File: config.mk
export PLATFORM = sky130hd
export DESIGN_NAME = uart_line_command_parser_flat
export DESIGN_NICKNAME = d
export VERILOG_FILES = /design/src/ulcp_pkg.sv /design/src/ulcp_if.sv /design/src/ulcp_front.sv /design/src/ulcp_queue.sv /design/src/ulcp_back.sv /design/src/uart_line_command_parser.sv /design/src/flat_wrapper.sv
export SDC_FILE = /design/constraint.sdc
export NUM_CORES = 1
export LEC_CHECK = 0
export ABC_AREA = 1
export BUFFER_PORTS_ARGS = -buffer_cell sky130_fd_sc_hd__buf_4
export CORE_ASPECT_RATIO = 0.8
export CORE_MARGIN = 5
export CORE_UTILIZATION = 30
export CTS_BUF_LIST = sky130_fd_sc_hd__clkbuf_8 sky130_fd_sc_hd__clkbuf_16
export DETAILED_ROUTE_END_ITERATION = 6
export PLACE_DENSITY_LB_ADDON = 0.05
export SLEW_MARGIN = 20
export SYNTH_ARGS = -nofsm -noshare
export SYNTH_HDL_FRONTEND = slang
export SYNTH_SLANG_ARGS = --single-unit
File: constraint.sdc
create_clock -name clk -period 9.89 [get_ports clk]
set_input_delay 0.4945 -clock clk [delete_from_list [all_inputs] [get_ports clk]]
set_output_delay 0.4945 -clock clk [all_outputs]
set_load 0.005 [all_outputs]
File: src/ulcp_pkg.sv
// Shared types, character codes, command codes and keyword table for the
// serial line command parser. No dependencies.
package ulcp_pkg;

	localparam int ULCP_LINE_CHARS = 32;
	localparam int QUEUE_DEPTH     = 2;
	localparam int TOK_CHARS       = 6;
	localparam int TOK_LEN_W       = 3;
	localparam int ARG_W           = 31;

	typedef logic [TOK_CHARS-1:0][7:0] tok_t;
	typedef logic [TOK_LEN_W-1:0]      tok_len_t;

	typedef enum logic [1:0] {
		KIND_CHAR  = 2'd0,
		KIND_ERASE = 2'd1,
		KIND_TERM  = 2'd2
	} kind_t;

	typedef struct packed {
		kind_t      kind;
		logic [7:0] data;
	} item_t;

	localparam logic [7:0] CH_BS  = 8'h08;
	localparam logic [7:0] CH_DEL = 8'h7F;
	localparam logic [7:0] CH_CR  = 8'h0D;
	localparam logic [7:0] CH_LF  = 8'h0A;
	localparam logic [7:0] CH_TAB = 8'h09;
	localparam logic [7:0] CH_SP  = 8'h20;
	localparam logic [7:0] CH_NUL = 8'h00;

	localparam logic [1:0] ST_EMPTY  = 2'd0;
	localparam logic [1:0] ST_SYNTAX = 2'd1;
	localparam logic [1:0] ST_CMD    = 2'd2;

	localparam logic [3:0] OP_UNKNOWN = 4'd0;
	localparam logic [3:0] OP_MODE    = 4'd1;
	localparam logic [3:0] OP_WAVE    = 4'd2;
	localparam logic [3:0] OP_FREQ    = 4'd3;
	localparam logic [3:0] OP_AMP     = 4'd4;
	localparam logic [3:0] OP_START   = 4'd5;
	localparam logic [3:0] OP_STOP    = 4'd6;
	localparam logic [3:0] OP_STATUS  = 4'd7;
	localparam logic [3:0] OP_HELP    = 4'd8;

	localparam logic [1:0] MSEL_DC     = 2'd0;
	localparam logic [1:0] MSEL_AC     = 2'd1;
	localparam logic [1:0] MSEL_FOLLOW = 2'd2;
	localparam logic [1:0] MSEL_FUNC   = 2'd3;

	localparam logic [1:0] WAVE_SINE   = 2'd0;
	localparam logic [1:0] WAVE_SQUARE = 2'd1;
	localparam logic [1:0] WAVE_TRI    = 2'd2;
	localparam logic [1:0] WAVE_SAW    = 2'd3;

	localparam logic [ARG_W-1:0] ARG_SAT = {ARG_W{1'b1}};

	// first character sits at index 0
	localparam tok_t W_MODE   = {8'h00, 8'h00, "E", "D", "O", "M"};
	localparam tok_t W_WAVE   = {8'h00, 8'h00, "E", "V", "A", "W"};
	localparam tok_t W_FREQ   = {8'h00, 8'h00, "Q", "E", "R", "F"};
	localparam tok_t W_AMP    = {8'h00, 8'h00, 8'h00, "P", "M", "A"};
	localparam tok_t W_START  = {8'h00, "T", "R", "A", "T", "S"};
	localparam tok_t W_STOP   = {8'h00, 8'h00, "P", "O", "T", "S"};
	localparam tok_t W_STATUS = {"S", "U", "T", "A", "T", "S"};
	localparam tok_t W_HELP   = {8'h00, 8'h00, "P", "L", "E", "H"};
	localparam tok_t W_DC     = {8'h00, 8'h00, 8'h00, 8'h00, "C", "D"};
	localparam tok_t W_AC     = {8'h00, 8'h00, 8'h00, 8'h00, "C", "A"};
	localparam tok_t W_FOLLOW = {"W", "O", "L", "L", "O", "F"};
	localparam tok_t W_FUNC   = {8'h00, 8'h00, "C", "N", "U", "F"};
	localparam tok_t W_SINE   = {8'h00, 8'h00, "E", "N", "I", "S"};
	localparam tok_t W_SQUARE = {"E", "R", "A", "U", "Q", "S"};
	localparam tok_t W_TRI    = {8'h00, 8'h00, 8'h00, "I", "R", "T"};
	localparam tok_t W_SAW    = {8'h00, 8'h00, 8'h00, "W", "A", "S"};

	function automatic logic tok_eq(tok_t t, tok_len_t n, tok_t w, tok_len_t wn);
		logic eq;
		eq = (n == wn);
		for (int i = 0; i < TOK_CHARS; i++) begin
			if ((TOK_LEN_W'(i) < wn) && (t[i] != w[i]))
				eq = 1'b0;
		end
		return eq;
	endfunction

	function automatic kind_t classify(logic [7:0] c);
		kind_t k;
		if (c == CH_CR || c == CH_LF)
			k = KIND_TERM;
		else if (c == CH_BS || c == CH_DEL)
			k = KIND_ERASE;
		else
			k = KIND_CHAR;
		return k;
	endfunction

endpackage

File: src/ulcp_if.sv
// Valid/ready channel interfaces of the line command parser: received bytes
// in, decoded line results out. Depends on ulcp_pkg.
interface ulcp_byte_if import ulcp_pkg::*; ();
	logic       valid;
	logic       ready;
	logic [7:0] rx_byte;

	modport source (output valid, output rx_byte, input ready);
	modport sink (input valid, input rx_byte, output ready);
endinterface

interface ulcp_result_if import ulcp_pkg::*; ();
	logic             valid;
	logic             ready;
	logic [1:0]       line_status;
	logic [3:0]       command_code;
	logic [1:0]       mode_sel;
	logic [1:0]       wave_sel;
	logic [ARG_W-1:0] arg_value;

	modport source (output valid, output line_status, output command_code,
		output mode_sel, output wave_sel, output arg_value, input ready);
	modport sink (input valid, input line_status, input command_code,
		input mode_sel, input wave_sel, input arg_value, output ready);
endinterface

File: src/ulcp_front.sv
// Front end: accepts received bytes and classifies each as character, erase
// or terminator into a registered request. Depends on ulcp_pkg, ulcp_if.
module ulcp_front import ulcp_pkg::*; (
	input  logic        clk,
	input  logic        arst_n,
	ulcp_byte_if.sink   rx,
	output item_t       push_item,
	output logic        push_valid,
	input  logic        push_ready
);

	item_t item_q;
	logic  vld_q;

	assign rx.ready   = !vld_q || push_ready;
	assign push_item  = item_q;
	assign push_valid = vld_q;

	always_ff @(posedge clk or negedge arst_n) begin
		if (!arst_n) begin
			vld_q <= 1'b0;
		end else if (rx.valid && rx.ready) begin
			vld_q <= 1'b1;
		end else if (push_ready) begin
			vld_q <= 1'b0;
		end
	end

	always_ff @(posedge clk) begin
		if (rx.valid && rx.ready) begin
			item_q.kind <= classify(rx.rx_byte);
			item_q.data <= rx.rx_byte;
		end
	end

endmodule

File: src/ulcp_queue.sv
// Short request queue between the front end and the line engine.
// Depends on ulcp_pkg.
module ulcp_queue import ulcp_pkg::*; (
	input  logic  clk,
	input  logic  arst_n,
	input  item_t push_item,
	input  logic  push_valid,
	output logic  push_ready,
	output item_t pop_item,
	output logic  pop_valid,
	input  logic  pop_ready
);

	localparam int PW = (QUEUE_DEPTH > 1) ? $clog2(QUEUE_DEPTH) : 1;
	localparam int CW = $clog2(QUEUE_DEPTH + 1);
	localparam logic [CW-1:0] FULL = CW'(QUEUE_DEPTH);

	item_t         slot_q [QUEUE_DEPTH];
	logic [PW-1:0] wr_ptr_q;
	logic [PW-1:0] rd_ptr_q;
	logic [CW-1:0] cnt_q;
	logic          do_push;
	logic          do_pop;

	assign push_ready = (cnt_q != FULL);
	assign pop_valid  = (cnt_q != '0);
	assign pop_item   = slot_q[rd_ptr_q];
	assign do_push    = push_valid && push_ready;
	assign do_pop     = pop_valid && pop_ready;

	always_ff @(posedge clk or negedge arst_n) begin
		if (!arst_n) begin
			wr_ptr_q <= '0;
			rd_ptr_q <= '0;
			cnt_q    <= '0;
		end else begin
			if (do_push)
				wr_ptr_q <= (wr_ptr_q == PW'(QUEUE_DEPTH - 1)) ? '0 : wr_ptr_q + 1'b1;
			if (do_pop)
				rd_ptr_q <= (rd_ptr_q == PW'(QUEUE_DEPTH - 1)) ? '0 : rd_ptr_q + 1'b1;
			if (do_push && !do_pop)
				cnt_q <= cnt_q + 1'b1;
			else if (do_pop && !do_push)
				cnt_q <= cnt_q - 1'b1;
		end
	end

	always_ff @(posedge clk) begin
		if (do_push)
			slot_q[wr_ptr_q] <= push_item;
	end

endmodule

File: src/ulcp_back.sv
// Line engine: keeps the line store and length, walks the stored line on a
// terminator, tokenizes, decodes and holds the result. Depends on ulcp_pkg, ulcp_if.
module ulcp_back import ulcp_pkg::*; #(
	parameter int LINE_CHARS = ULCP_LINE_CHARS
) (
	input  logic          clk,
	input  logic          arst_n,
	input  item_t         pop_item,
	input  logic          pop_valid,
	output logic          pop_ready,
	ulcp_result_if.source res
);

	localparam int AW = $clog2(LINE_CHARS);
	localparam logic [AW-1:0] LEN_MAX = AW'(LINE_CHARS - 1);
	localparam tok_len_t TOK_FULL = TOK_LEN_W'(TOK_CHARS);
	localparam tok_len_t TOK_OVER = {TOK_LEN_W{1'b1}};

	typedef enum logic [2:0] {
		BK_IDLE = 3'b001,
		BK_WALK = 3'b010,
		BK_DONE = 3'b100
	} bk_state_t;

	typedef enum logic [4:0] {
		TK_LEAD = 5'b00001,
		TK_VERB = 5'b00010,
		TK_GAP  = 5'b00100,
		TK_ARG  = 5'b01000,
		TK_END  = 5'b10000
	} tk_phase_t;

	typedef enum logic [2:0] {
		NM_WS  = 3'b001,
		NM_DIG = 3'b010,
		NM_END = 3'b100
	} nm_phase_t;

	logic [7:0]       mem [LINE_CHARS];
	bk_state_t        state_q;
	logic [AW-1:0]    len_q;
	logic [AW-1:0]    idx_q;
	logic [7:0]       rd_data_s1;
	logic             rd_vld_s1;
	logic             rd_en;
	logic             wr_en;
	tk_phase_t        tk_q;
	nm_phase_t        nm_q;
	logic             nonempty_q;
	logic             stop_q;
	tok_t             verb_q;
	tok_len_t         verb_len_q;
	tok_t             arg_q;
	tok_len_t         arg_len_q;
	logic             neg_q;
	logic [ARG_W-1:0] mag_q;
	logic             res_valid_q;
	logic             load_res;

	logic [1:0]       res_status_q;
	logic [3:0]       res_code_q;
	logic [1:0]       res_mode_q;
	logic [1:0]       res_wave_q;
	logic [ARG_W-1:0] res_value_q;

	logic [7:0]       ch;
	logic             delim;
	logic             is_digit;
	logic [ARG_W+3:0] mag_sum;
	logic [ARG_W-1:0] mag_sat;
	nm_phase_t        nm_nxt;
	logic             neg_nxt;
	logic [ARG_W-1:0] mag_nxt;

	logic [1:0]       st_d;
	logic [3:0]       code_d;
	logic [1:0]       mode_d;
	logic [1:0]       wave_d;
	logic [ARG_W-1:0] value_d;
	logic             has_arg;
	logic             is_freq;

	assign pop_ready = (state_q == BK_IDLE);
	assign wr_en = (state_q == BK_IDLE) && pop_valid && (pop_item.kind == KIND_CHAR)
		&& (len_q != LEN_MAX);
	assign rd_en = (state_q == BK_WALK) && (idx_q != len_q);
	assign load_res = (state_q == BK_DONE) && (!res_valid_q || res.ready);

	always_ff @(posedge clk) begin
		if (wr_en)
			mem[len_q] <= pop_item.data;
		if (rd_en)
			rd_data_s1 <= mem[idx_q];
	end

	assign ch = (rd_data_s1 >= "a" && rd_data_s1 <= "z") ? rd_data_s1 - 8'h20 : rd_data_s1;
	assign delim = (ch == CH_SP) || (ch == CH_TAB);
	assign is_digit = (ch >= "0") && (ch <= "9");
	assign mag_sum = ({4'b0, mag_q} << 3) + ({4'b0, mag_q} << 1)
		+ (ARG_W + 4)'(ch[3:0]);
	assign mag_sat = (mag_sum > {4'b0, ARG_SAT}) ? ARG_SAT : mag_sum[ARG_W-1:0];

	always_comb begin
		nm_nxt  = nm_q;
		neg_nxt = neg_q;
		mag_nxt = mag_q;
		case (nm_q)
			NM_WS: begin
				if (ch >= CH_TAB && ch <= CH_CR) begin
					nm_nxt = NM_WS;
				end else if (ch == "+" || ch == "-") begin
					neg_nxt = (ch == "-");
					nm_nxt  = NM_DIG;
				end else if (is_digit) begin
					mag_nxt = mag_sat;
					nm_nxt  = NM_DIG;
				end else begin
					nm_nxt = NM_END;
				end
			end
			NM_DIG: begin
				if (is_digit)
					mag_nxt = mag_sat;
				else
					nm_nxt = NM_END;
			end
			default: nm_nxt = nm_q;
		endcase
	end

	always_ff @(posedge clk or negedge arst_n) begin
		if (!arst_n) begin
			state_q     <= BK_IDLE;
			len_q       <= '0;
			idx_q       <= '0;
			rd_vld_s1   <= 1'b0;
			tk_q        <= TK_LEAD;
			nm_q        <= NM_WS;
			nonempty_q  <= 1'b0;
			stop_q      <= 1'b0;
			verb_q      <= '0;
			verb_len_q  <= '0;
			arg_q       <= '0;
			arg_len_q   <= '0;
			neg_q       <= 1'b0;
			mag_q       <= '0;
			res_valid_q <= 1'b0;
		end else begin
			if (load_res)
				res_valid_q <= 1'b1;
			else if (res.ready)
				res_valid_q <= 1'b0;
			rd_vld_s1 <= rd_en;
			if (rd_en)
				idx_q <= idx_q + 1'b1;
			case (state_q)
				BK_IDLE: begin
					if (pop_valid) begin
						case (pop_item.kind)
							KIND_CHAR: begin
								if (len_q != LEN_MAX)
									len_q <= len_q + 1'b1;
							end
							KIND_ERASE: begin
								if (len_q != '0)
									len_q <= len_q - 1'b1;
							end
							KIND_TERM: begin
								state_q    <= BK_WALK;
								idx_q      <= '0;
								tk_q       <= TK_LEAD;
								nm_q       <= NM_WS;
								nonempty_q <= 1'b0;
								stop_q     <= 1'b0;
								verb_len_q <= '0;
								arg_len_q  <= '0;
								neg_q      <= 1'b0;
								mag_q      <= '0;
							end
							default: ;
						endcase
					end
				end
				BK_WALK: begin
					if (rd_vld_s1 && !stop_q) begin
						if (ch == CH_NUL) begin
							stop_q <= 1'b1;
						end else begin
							nonempty_q <= 1'b1;
							case (tk_q)
								TK_LEAD, TK_VERB: begin
									if (!delim) begin
										tk_q <= TK_VERB;
										if (verb_len_q < TOK_FULL)
											verb_q[verb_len_q] <= ch;
										if (verb_len_q != TOK_OVER)
											verb_len_q <= verb_len_q + 1'b1;
									end else if (tk_q == TK_VERB) begin
										tk_q <= TK_GAP;
									end
								end
								TK_GAP, TK_ARG: begin
									if (!delim) begin
										tk_q  <= TK_ARG;
										nm_q  <= nm_nxt;
										neg_q <= neg_nxt;
										mag_q <= mag_nxt;
										if (arg_len_q < TOK_FULL)
											arg_q[arg_len_q] <= ch;
										if (arg_len_q != TOK_OVER)
											arg_len_q <= arg_len_q + 1'b1;
									end else if (tk_q == TK_ARG) begin
										tk_q <= TK_END;
									end
								end
								default: ;
							endcase
						end
					end
					if (!rd_en && !rd_vld_s1)
						state_q <= BK_DONE;
				end
				BK_DONE: begin
					if (load_res) begin
						len_q   <= '0;
						state_q <= BK_IDLE;
					end
				end
				default: state_q <= BK_IDLE;
			endcase
		end
	end

	assign has_arg = (arg_len_q != '0);
	assign is_freq = tok_eq(verb_q, verb_len_q, W_FREQ, 3'd4);

	always_comb begin
		st_d    = ST_SYNTAX;
		code_d  = OP_UNKNOWN;
		mode_d  = MSEL_DC;
		wave_d  = WAVE_SINE;
		value_d = '0;
		if (!nonempty_q) begin
			st_d = ST_EMPTY;
		end else if (verb_len_q == '0) begin
			st_d = ST_SYNTAX;
		end else if (tok_eq(verb_q, verb_len_q, W_MODE, 3'd4)) begin
			st_d   = ST_CMD;
			code_d = OP_MODE;
			if (tok_eq(arg_q, arg_len_q, W_DC, 3'd2))
				mode_d = MSEL_DC;
			else if (tok_eq(arg_q, arg_len_q, W_AC, 3'd2))
				mode_d = MSEL_AC;
			else if (tok_eq(arg_q, arg_len_q, W_FOLLOW, 3'd6))
				mode_d = MSEL_FOLLOW;
			else if (tok_eq(arg_q, arg_len_q, W_FUNC, 3'd4))
				mode_d = MSEL_FUNC;
			else begin
				st_d   = ST_SYNTAX;
				code_d = OP_UNKNOWN;
			end
		end else if (tok_eq(verb_q, verb_len_q, W_WAVE, 3'd4)) begin
			st_d   = ST_CMD;
			code_d = OP_WAVE;
			if (tok_eq(arg_q, arg_len_q, W_SINE, 3'd4))
				wave_d = WAVE_SINE;
			else if (tok_eq(arg_q, arg_len_q, W_SQUARE, 3'd6))
				wave_d = WAVE_SQUARE;
			else if (tok_eq(arg_q, arg_len_q, W_TRI, 3'd3))
				wave_d = WAVE_TRI;
			else if (tok_eq(arg_q, arg_len_q, W_SAW, 3'd3))
				wave_d = WAVE_SAW;
			else begin
				st_d   = ST_SYNTAX;
				code_d = OP_UNKNOWN;
			end
		end else if (is_freq || tok_eq(verb_q, verb_len_q, W_AMP, 3'd3)) begin
			if (has_arg) begin
				st_d = ST_CMD;
				if (neg_q && (mag_q != '0)) begin
					code_d = OP_UNKNOWN;
				end else if (is_freq && (mag_q == '0)) begin
					code_d = OP_UNKNOWN;
				end else begin
					code_d  = is_freq ? OP_FREQ : OP_AMP;
					value_d = mag_q;
				end
			end
		end else begin
			st_d = ST_CMD;
			if (tok_eq(verb_q, verb_len_q, W_START, 3'd5))
				code_d = OP_START;
			else if (tok_eq(verb_q, verb_len_q, W_STOP, 3'd4))
				code_d = OP_STOP;
			else if (tok_eq(verb_q, verb_len_q, W_STATUS, 3'd6))
				code_d = OP_STATUS;
			else if (tok_eq(verb_q, verb_len_q, W_HELP, 3'd4))
				code_d = OP_HELP;
			else
				code_d = OP_UNKNOWN;
		end
	end

	always_ff @(posedge clk) begin
		if (load_res) begin
			res_status_q <= st_d;
			res_code_q   <= code_d;
			res_mode_q   <= mode_d;
			res_wave_q   <= wave_d;
			res_value_q  <= value_d;
		end
	end

	assign res.valid        = res_valid_q;
	assign res.line_status  = res_status_q;
	assign res.command_code = res_code_q;
	assign res.mode_sel     = res_mode_q;
	assign res.wave_sel     = res_wave_q;
	assign res.arg_value    = res_value_q;

endmodule

File: src/uart_line_command_parser.sv
// A character or erase request passes the front-end register and the queue
// before it reaches the line store; a terminator starts a walk of the stored
// line, one stored character read per cycle, then the result is registered.
// Throughput: one byte per cycle into the queue while it has room; the line
// engine drains one request per cycle while idle, and a terminator holds it
// through the walk plus any wait for the result register.
// Reset clears the length and all handshakes; the line store is not cleared.
module uart_line_command_parser import ulcp_pkg::*; #(
	parameter int LINE_CHARS = ULCP_LINE_CHARS
) (
	input  logic          clk,
	input  logic          arst_n,
	ulcp_byte_if.sink     rx,
	ulcp_result_if.source res
);

	item_t push_item;
	logic  push_valid;
	logic  push_ready;
	item_t pop_item;
	logic  pop_valid;
	logic  pop_ready;

	ulcp_front u_front (
		.clk        (clk),
		.arst_n     (arst_n),
		.rx         (rx),
		.push_item  (push_item),
		.push_valid (push_valid),
		.push_ready (push_ready)
	);

	ulcp_queue u_queue (
		.clk        (clk),
		.arst_n     (arst_n),
		.push_item  (push_item),
		.push_valid (push_valid),
		.push_ready (push_ready),
		.pop_item   (pop_item),
		.pop_valid  (pop_valid),
		.pop_ready  (pop_ready)
	);

	ulcp_back #(
		.LINE_CHARS (LINE_CHARS)
	) u_back (
		.clk       (clk),
		.arst_n    (arst_n),
		.pop_item  (pop_item),
		.pop_valid (pop_valid),
		.pop_ready (pop_ready),
		.res       (res)
	);

endmodule
File: src/flat_wrapper.sv
// flat-port wrapper written by rule: the top's interface ports become plain ports
module uart_line_command_parser_flat import ulcp_pkg::*;
#(
	parameter int LINE_CHARS = ULCP_LINE_CHARS
)
  (clk, arst_n, rx_valid, rx_rx_byte, rx_ready, res_valid, res_line_status, res_command_code, res_mode_sel, res_wave_sel, res_arg_value, res_ready);
  ulcp_byte_if rx_i ();
  ulcp_result_if res_i ();
  input  logic clk;
  input  logic arst_n;
  input wire logic [$bits(rx_i.valid)-1:0] rx_valid;
  input wire logic [$bits(rx_i.rx_byte)-1:0] rx_rx_byte;
  output wire logic [$bits(rx_i.ready)-1:0] rx_ready;
  output wire logic [$bits(res_i.valid)-1:0] res_valid;
  output wire logic [$bits(res_i.line_status)-1:0] res_line_status;
  output wire logic [$bits(res_i.command_code)-1:0] res_command_code;
  output wire logic [$bits(res_i.mode_sel)-1:0] res_mode_sel;
  output wire logic [$bits(res_i.wave_sel)-1:0] res_wave_sel;
  output wire logic [$bits(res_i.arg_value)-1:0] res_arg_value;
  input wire logic [$bits(res_i.ready)-1:0] res_ready;
  assign rx_i.valid = rx_valid;
  assign rx_i.rx_byte = rx_rx_byte;
  assign rx_ready = rx_i.ready;
  assign res_valid = res_i.valid;
  assign res_line_status = res_i.line_status;
  assign res_command_code = res_i.command_code;
  assign res_mode_sel = res_i.mode_sel;
  assign res_wave_sel = res_i.wave_sel;
  assign res_arg_value = res_i.arg_value;
  assign res_i.ready = res_ready;
  uart_line_command_parser #(.LINE_CHARS(LINE_CHARS)) u_core (.clk(clk), .arst_n(arst_n), .rx(rx_i), .res(res_i));
endmodule
**Word level (Yosys, flattened, before mapping)**

Memory sizes are Yosys's and may differ from the RTL's. A register that Yosys moved wholly into a read port is not among the register bits.
Index checks and enable logic that the tools add are counted.

- Bits in registers: 215
- RAM bits: 276
- Input port bits: 12
- Output and inout port bits: 43
- Word-level logic and storage cells: 523
- Memories kept: 2

- Add/sub/neg operators: 12
- Order comparisons: 13
- Equality and inequality tests: 109
- Multiplexer cells: 276
- Bitwise operators: 7
- Reductions and logical operators: 65

Memory list:

| name | depth | bits a word | rd ports | clocked after Yosys merged registers in | write ports | line | RTL |
|---|---|---|---|---|---|---|---|
| u_core.u_back.mem | 32 | 8 | 1 | 1 | 1 | ulcp_back.sv:39 | `logic [7:0] mem [LINE_CHARS];` |
| u_core.u_queue.slot_q | 2 | 10 | 1 | 0 | 1 | ulcp_queue.sv:18 | `item_t slot_q [QUEUE_DEPTH];` |

Operators with widths:

| kind | count |
|---|---|
| 8-bit by 7-bit inequality test with 1-bit output (second input constant) | 52 |
| 31-bit two-way mux | 10 |
| 1-bit two-way mux | 170 |
| 31-bit one-hot mux with 2 select lines | 2 |
| 48-bit bitwise mux | 2 |
| 3-bit two-way mux | 30 |
| 5-bit two-way mux | 16 |
| 8-bit demux with 3-bit select | 2 |
| 2-bit two-way mux | 22 |
| 5-bit one-hot mux with 2 select lines | 4 |
| 34-bit by 32-bit adder with 35-bit output | 1 |
| 35-bit by 4-bit adder with 35-bit output | 1 |
| 35-bit by 31-bit greater-than comparator with 1-bit output (second input constant) | 1 |
| 8-bit by 4-bit == test with 1-bit output (second input constant) | 4 |
| 31-bit logical NOT | 1 |
| 31-bit nonzero test | 1 |
| 4-bit two-way mux | 7 |
| 8-bit by 6-bit == test with 1-bit output (second input constant) | 3 |
| 8-bit two-way mux | 3 |
| 3-bit inequality test (second input constant) | 8 |
| 3-bit one-hot mux with 2 select lines | 4 |
| 8-bit AND reduction | 3 |
| 10-bit AND reduction | 2 |
| 3-bit == test (second input constant) | 6 |
| other kinds (52) | 127 |

**Longest topological paths before layout**

- Depth in word-level cells: 48
- Gate-level depth with buffers: 20
- Depth with buffers taken out: 18

**Hierarchy**

A second synthesis with hierarchy kept.

- Cells, all modules: 2700
- Area total of the unflattened synthesis: 24992.7 µm²

By module, submodules not included:

| module | instances | cells an instance | area an instance (µm²) |
|---|---|---|---|
| ulcp_back | 1 | 2576 | 23565.1 |
| ulcp_queue | 1 | 81 | 974.7 |
| ulcp_front | 1 | 43 | 452.9 |

**Least setup slack after synthesis**

OpenSTA, ideal clock, no wires.

- Kind: register to register
- From: register u_core.u_back.rd_data_s1[3] (read register of u_core.u_back.mem)
- To: register u_core.u_back.mag_q[10]
- Setup time: 0.127 ns
- Arrival time: 2.966 ns
- Data required time: 9.763 ns
- Path slack: 6.797 ns
- Stages on the path, launching flop included: 18
- Buffers on the path: 2
- Clock period less this slack: 3.093 ns
- Path through: edfxtp_1 -> buf_2 -> inv_1 -> fa_1 -> fa_1 -> o21ai_0 -> nand2_1 -> nand2_1 -> nand2_1 -> nand2_1 -> nand2_1 -> nand3_1 -> nand2_1 -> nor2_1 -> clkbuf_1 -> nand3_1 -> nand2_1 -> o21ai_0

- Word-level cells in the longest chain between the ends: 15
- Elaborated cells on any way between the ends: 35
- Those cells by class: add/sub (2); order compare (7); eq/ne (8); mux (11); reduce/logical (7)

Ends and longest elaborated chain:

| what | line | RTL |
|---|---|---|
| start, declared | ulcp_back.sv:43 | `logic [7:0] rd_data_s1;` |
| 8-bit by 7-bit >= comparator with 1-bit output / 8-bit by 7-bit <= comparator with 1-bit output (equally long branches) | ulcp_back.sv:96 | `assign ch = (rd_data_s1 >= "a" && rd_data_s1 <= "z") ? rd_data_s1 - 8'h20 : rd_data_s1;` |
| 1-bit logical AND | ulcp_back.sv:96 |  |
| 8-bit two-way mux (*) | ulcp_back.sv:96 |  |
| 35-bit by 4-bit adder with 35-bit output | ulcp_back.sv:100 | `+ (ARG_W + 4)'(ch[3:0]);` |
| 35-bit by 31-bit greater-than comparator with 1-bit output | ulcp_back.sv:101 | `assign mag_sat = (mag_sum > {4'b0, ARG_SAT}) ? ARG_SAT : mag_sum[ARG_W-1:0];` |
| 31-bit two-way mux | ulcp_back.sv:101 |  |
| 31-bit two-way mux | ulcp_back.sv:114, ulcp_back.sv:122 |  |
| 31-bit two-way mux | ulcp_back.sv:111 | `end else if (ch == "+" \|\| ch == "-") begin` |
| 31-bit two-way mux | ulcp_back.sv:109 | `if (ch >= CH_TAB && ch <= CH_CR) begin` |
| 31-bit one-hot mux with 2 select lines | ulcp_back.sv:107 | `case (nm_q)` |
| 31-bit two-way mux | ulcp_back.sv:203 | `if (!delim) begin` |
| 31-bit two-way mux | ulcp_back.sv:190 | `case (tk_q)` |
| 31-bit two-way mux | ulcp_back.sv:186 | `if (ch == CH_NUL) begin` |
| 31-bit two-way mux | ulcp_back.sv:185 | `if (rd_vld_s1 && !stop_q) begin` |
| 31-bit one-hot mux with 2 select lines | ulcp_back.sv:156 | `case (state_q)` |
| end signal, assigned | ulcp_back.sv:207 | `mag_q <= mag_nxt;` |
| end, declared | ulcp_back.sv:56 | `logic [ARG_W-1:0] mag_q;` |

Mark *: on every way between the ends. The rest lies on a longest branch, timed or not. The select of a mux whose other input is x is not followed.
A chain may end at the register's enable or synchronous reset.

**Worst setup path in the final report**

- From: register u_core.u_back.rd_data_s1[3] (read register of u_core.u_back.mem)
- To: register u_core.u_back.mag_q[7]

The elaborated chain is that of the path after synthesis.

==> impl_results.rst <==
.. list-table::
   :header-rows: 1

   * - Metric
     - Value
   * - CTS tree
     - built
   * - Final wirelength
     - 74,300 um
   * - Required time worst endpoint
     - roughly 10 ns
   * - Launch point of the critical path
     - u_core.u_back.rd_data_s1[3]
   * - Routed metal-1 wirelength
     - about 37,000 um
   * - Layout filler cell count
     - roughly 8,500
   * - Unrepaired setup endpoints after global routing
     - no
   * - Met2 wire len
     - around 33,000 um
   * - Fraction of the yosys area taken by sequential cells
     - 57.2%
   * - Drt pass-1 iters
     - 5
   * - Achievable frequency
     - between 200 and 250 MHz
   * - Data arrival, critical path
     - slightly above 5 ns
   * - # DRC
     - 0
   * - Number of instances in the placed design
     - roughly 3,800
   * - Commonest register cell after synthesis
     - edfxtp_1
   * - Hold/Removal Path Class
     - in -> reg
   * - Antenna violations before repair
     - 1
   * - Signed area change from the synthesized netlist to the final layout
     - 14.8%
   * - CTS Buf Count
     - 56
   * - Number of buffers on the longest clock path
     - 3
   * - Critical path fanouts, max
     - 22
   * - Fraction of layout cells with a size suffix above 1
     - around 7.4%
   * - Vias per inst
     - roughly 4.9
   * - Power density normalized to cell area
     - 233 nW/um2
   * - Maximum number of pins on one net before global-route repair
     - 89
   * - Post-synth EDFFs
     - around 340
   * - Clock H-tree levels
     - 2
   * - Clock slew at the register clock pins of the worst setup and hold paths
     - 0.06 ns
   * - Dominant combinational cell family by area after synthesis
     - simple AND/OR/NAND/NOR gates
   * - Total Die Area
     - 88,400 um2
   * - GRT overflow
     - 0
   * - Synthesized area per cell
     - between 9 and 10 um2
   * - Total negative slack
     - 0 ns
   * - Number of nets with antenna violations after routing
     - 0
   * - Distinct cells, synth
     - 49
   * - Number of global-route vias before repair
     - 18,500
   * - Die Y
     - 267 um
   * - Count of instances resized after the clock tree is built
     - 0
   * - Worst-case headroom to the max-slew limit
     - between 30% and 40%
   * - Via count
     - around 19,000
   * - R2R Setup Slk
     - 5.24 ns
   * - Async set-reset flop share out of synthesis
     - 32.9%
   * - Area share of fa/ha/maj cells after synthesis
     - ~4.2%
   * - Crit path to
     - u_core.u_back.mag_q[7]
   * - Iter 0 DRT Violations
     - 1,318
   * - Fin Clk Skew
     - ~0.023 ns
   * - Tightest Pin Transition
     - 1.04 ns
   * - Maximum capacitance violations
     - 0
   * - Initial standard-cell utilization of the core
     - 30.2%
   * - Post-DR wirelength/cell
     - between 15 and 20 um
   * - # clock sinks
     - 499
   * - Run status
     - finished clean
   * - Horizontal extent of the die
     - 331 um
   * - Netlist area before placement
     - roughly 25,000 um2
   * - IO buf count
     - 54
   * - Worst ir drop on vdd
     - 0.124 mV
   * - Final max-slew violation count
     - 0
   * - Number of warnings printed during yosys synthesis
     - 0
   * - Io pins
     - 55
   * - Commonest non-fill, non-tap cells in the layout
     - nand2_1, nor2_1, edfxtp_1, inv_1, o21ai_0
   * - Non-Filler Instances
     - 3,874
   * - Most common cell after layout, fill and taps aside
     - nand2_1
   * - Cell at the root of the clock tree
     - clkbuf_16
   * - Final RePlAce weighted congestion
     - roughly 0.85
   * - Final period demand of the worst path
     - about 4.7 ns
   * - Element type at the critical path end
     - flip-flop
   * - Final antenna diode count
     - 0
   * - Final setup violation count
     - 0
   * - Flip-flop and latch count after synthesis
     - 499
   * - Final hold violation count
     - 0
   * - Clk_lat worst skew
     - ~0.64 ns
   * - Xor/xnor cell area share of the yosys netlist
     - under 10%
   * - Endpoint of the worst-slack reg-to-reg timing path
     - u_core.u_back.mag_q[7]
   * - R2r worst-path depth
     - 19
   * - Top routing layer in use
     - met4
   * - Standard cell core area
     - between 80,000 and 90,000 um2
   * - Post-layout net count
     - roughly 2,800
   * - Post-Route Hold Slack
     - approximately 0.068 ns
   * - CP Class
     - reg -> reg
   * - Area share of and/or/nand/nor cells after synthesis
     - 23.1%
   * - Dpl hpwl
     - around 48,000 um
   * - FF-to-FF Start
     - u_core.u_back.rd_data_s1[3]
   * - Post-synthesis mux area share
     - less than 1%
   * - Leakage power of the design
     - 11.5 nW
   * - Overall fraction of global-route tracks in use
     - between 10% and 20%
   * - Synthesized netlist cell count
     - roughly 2,700
   * - Post-route clock period utilization
     - 47.0%
   * - Wire length of the first global-routing pass
     - between 100,000 and 150,000 um
   * - Kind of launch point of the worst setup path
     - flip-flop
   * - Row count
     - 94
   * - Total length of routed met3 wires
     - between 2000 and 3000 um
   * - Compound-cell area share of the yosys netlist
     - about 8.5%
   * - Post CTS Setup Buffer Count
     - 0
state kept, by name, indices dropped and copies added, names as in the netlist, 2 cells and up:
signal / count
u_core.u_back.mem: 256
u_core.u_back.arg_q: 48
u_core.u_back.verb_q: 48
u_core.u_back.mag_q: 31
u_core.u_back.res.arg_value: 31
u_core.u_queue.slot_q: 20
u_core.u_front.push_item: 10
u_core.u_back.rd_data_s1: 8
u_core.u_back.idx_q: 5
u_core.u_back.len_q: 5
u_core.u_back.tk_q: 5
u_core.u_back.res.command_code: 4
u_core.u_back.arg_len_q: 3
u_core.u_back.nm_q: 3
u_core.u_back.state_q: 3
u_core.u_back.verb_len_q: 3
u_core.u_back.res.line_status: 2
u_core.u_back.res.mode_sel: 2
u_core.u_back.res.wave_sel: 2
u_core.u_queue.cnt_q: 2
layout make-up:
type | count | area [um2] | area share (%)
sequential | 499 | 14200 | 49.9
multi-input combinational | 1848 | 9290 | 32.7
clock buffer | 67 | 1590 | 5.58
tap | 1104 | 1380 | 4.86
inverter | 239 | 898 | 3.16
timing repair buffer | 79 | 599 | 2.11
clock inverter | 38 | 480 | 1.69
worst min-delay path by stage:
| stage | startpoint | to | slack (ns) | depth (start not counted) |
|---|---|---|---|---|
| floorplan | arst_n | u_core.u_back.arg_len_q[0] | 0.20 | 0 |
| global placement | u_core.u_front.push_item[7] | u_core.u_queue.slot_q[1][7] | 0.43 | 0 |
| detailed placement | u_core.u_front.push_item[5] | u_core.u_queue.slot_q[0][5] | 0.44 | 0 |
| CTS | rx_rx_byte[6] | u_core.u_front.push_item[6] | 0.02 | 1 |
| global route | rx_rx_byte[3] | u_core.u_front.push_item[3] | 0.03 | 1 |
| finish | rx_rx_byte[6] | u_core.u_front.push_item[6] | 0.07 | 1 |
cells by family after synthesis:
group | Yosys count
and+or+nand+nor | 1339
DFF | 499
AOI/OAI and AO/OA | 381
buffers and inverters | 350
adders and majority gates | 81
xor gates and xnor gates | 31
muxes | 8
other | 1
cells in the mapped netlist (4+ instances only):
library cell / number / area share (%)
nand2_1: 574 / 8.7
nor2_1: 389 / 5.9
edfxtp_1: 335 / 41
inv_1: 237 / 3.6
o21ai_0: 219 / 4.4
nand3_1: 177 / 3.6
dfrtp_1: 161 / 16
nand4_1: 87 / 2.2
clkbuf_1: 82 / 1.2
ha_1: 78 / 3.9
o22ai_1: 67 / 1.7
nor3_1: 54 / 1.1
a21oi_1: 51 / 1.0
nor4_1: 27 / 0.68
xnor2_1: 22 / 0.78
o32ai_1: 16 / 0.57
buf_2: 13 / 0.26
o21ai_1: 10 / 0.20
nand3b_1: 9 / 0.27
xor2_1: 9 / 0.32
mux2_2: 8 / 0.36
buf_1: 7 / 0.11
nor3b_1: 6 / 0.18
o21bai_1: 5 / 0.15
buf_4: 4 / 0.12
nand2_2: 4 / 0.10
layer usage:
layer / global-route usage (%) / up-vias
met1: 24.5 / 9158
met5: 0 / -
met3: 2.09 / 89
li1: - / 9284
met2: 26.4 / 371
met4: 3.87 / 0
power by group:
group / switching, W / internal, W / leakage [nW]
clock network: 0.000904 / 0.00140 / 1.04
logic: 0.00122 / 0.000399 / 5.20
registers: 0.000136 / 0.00256 / 5.30
total: 0.00226 / 0.00436 / 11.5
stage by stage:
step                total power [W]  utilization (%)  area, um2  setup slack [ns]
detailed placement          0.00439             32.1      26300              5.17
global route                0.00698             34.6      28400              4.86
finish                      0.00663             34.6      28400              5.24
floorplan                   0.00371                -      24800              6.80
global placement            0.00437             32.1      26300              5.26
CTS                         0.00674             34.6      28400              5.14
what timing repair did:
item | 4_1_cts | 5_1_grt
hold buffers | 1 | 0
endpoints found under the hold margin | 44 | 0
endpoints found under the setup margin | 0 | 0
critical path, cell delays in order (launching register included):
cell,delay (ns)
edfxtp_1,1.02
inv_1,0.34
fa_1,0.64
inv_1,0.06
ha_1,0.29
nand3_1,0.08
nand3_1,0.14
nand3_1,0.14
nand2_1,0.10
nand2_1,0.08
nand2_1,0.14
nand2_1,0.16
nand2_1,0.06
nand2_1,0.06
nand2_1,0.06
nor2_2,0.42
buf_4,0.38
nand3_1,0.14
nand2_1,0.09
o21ai_0,0.08
Note: power is estimated with default switching activity, not from simulation.
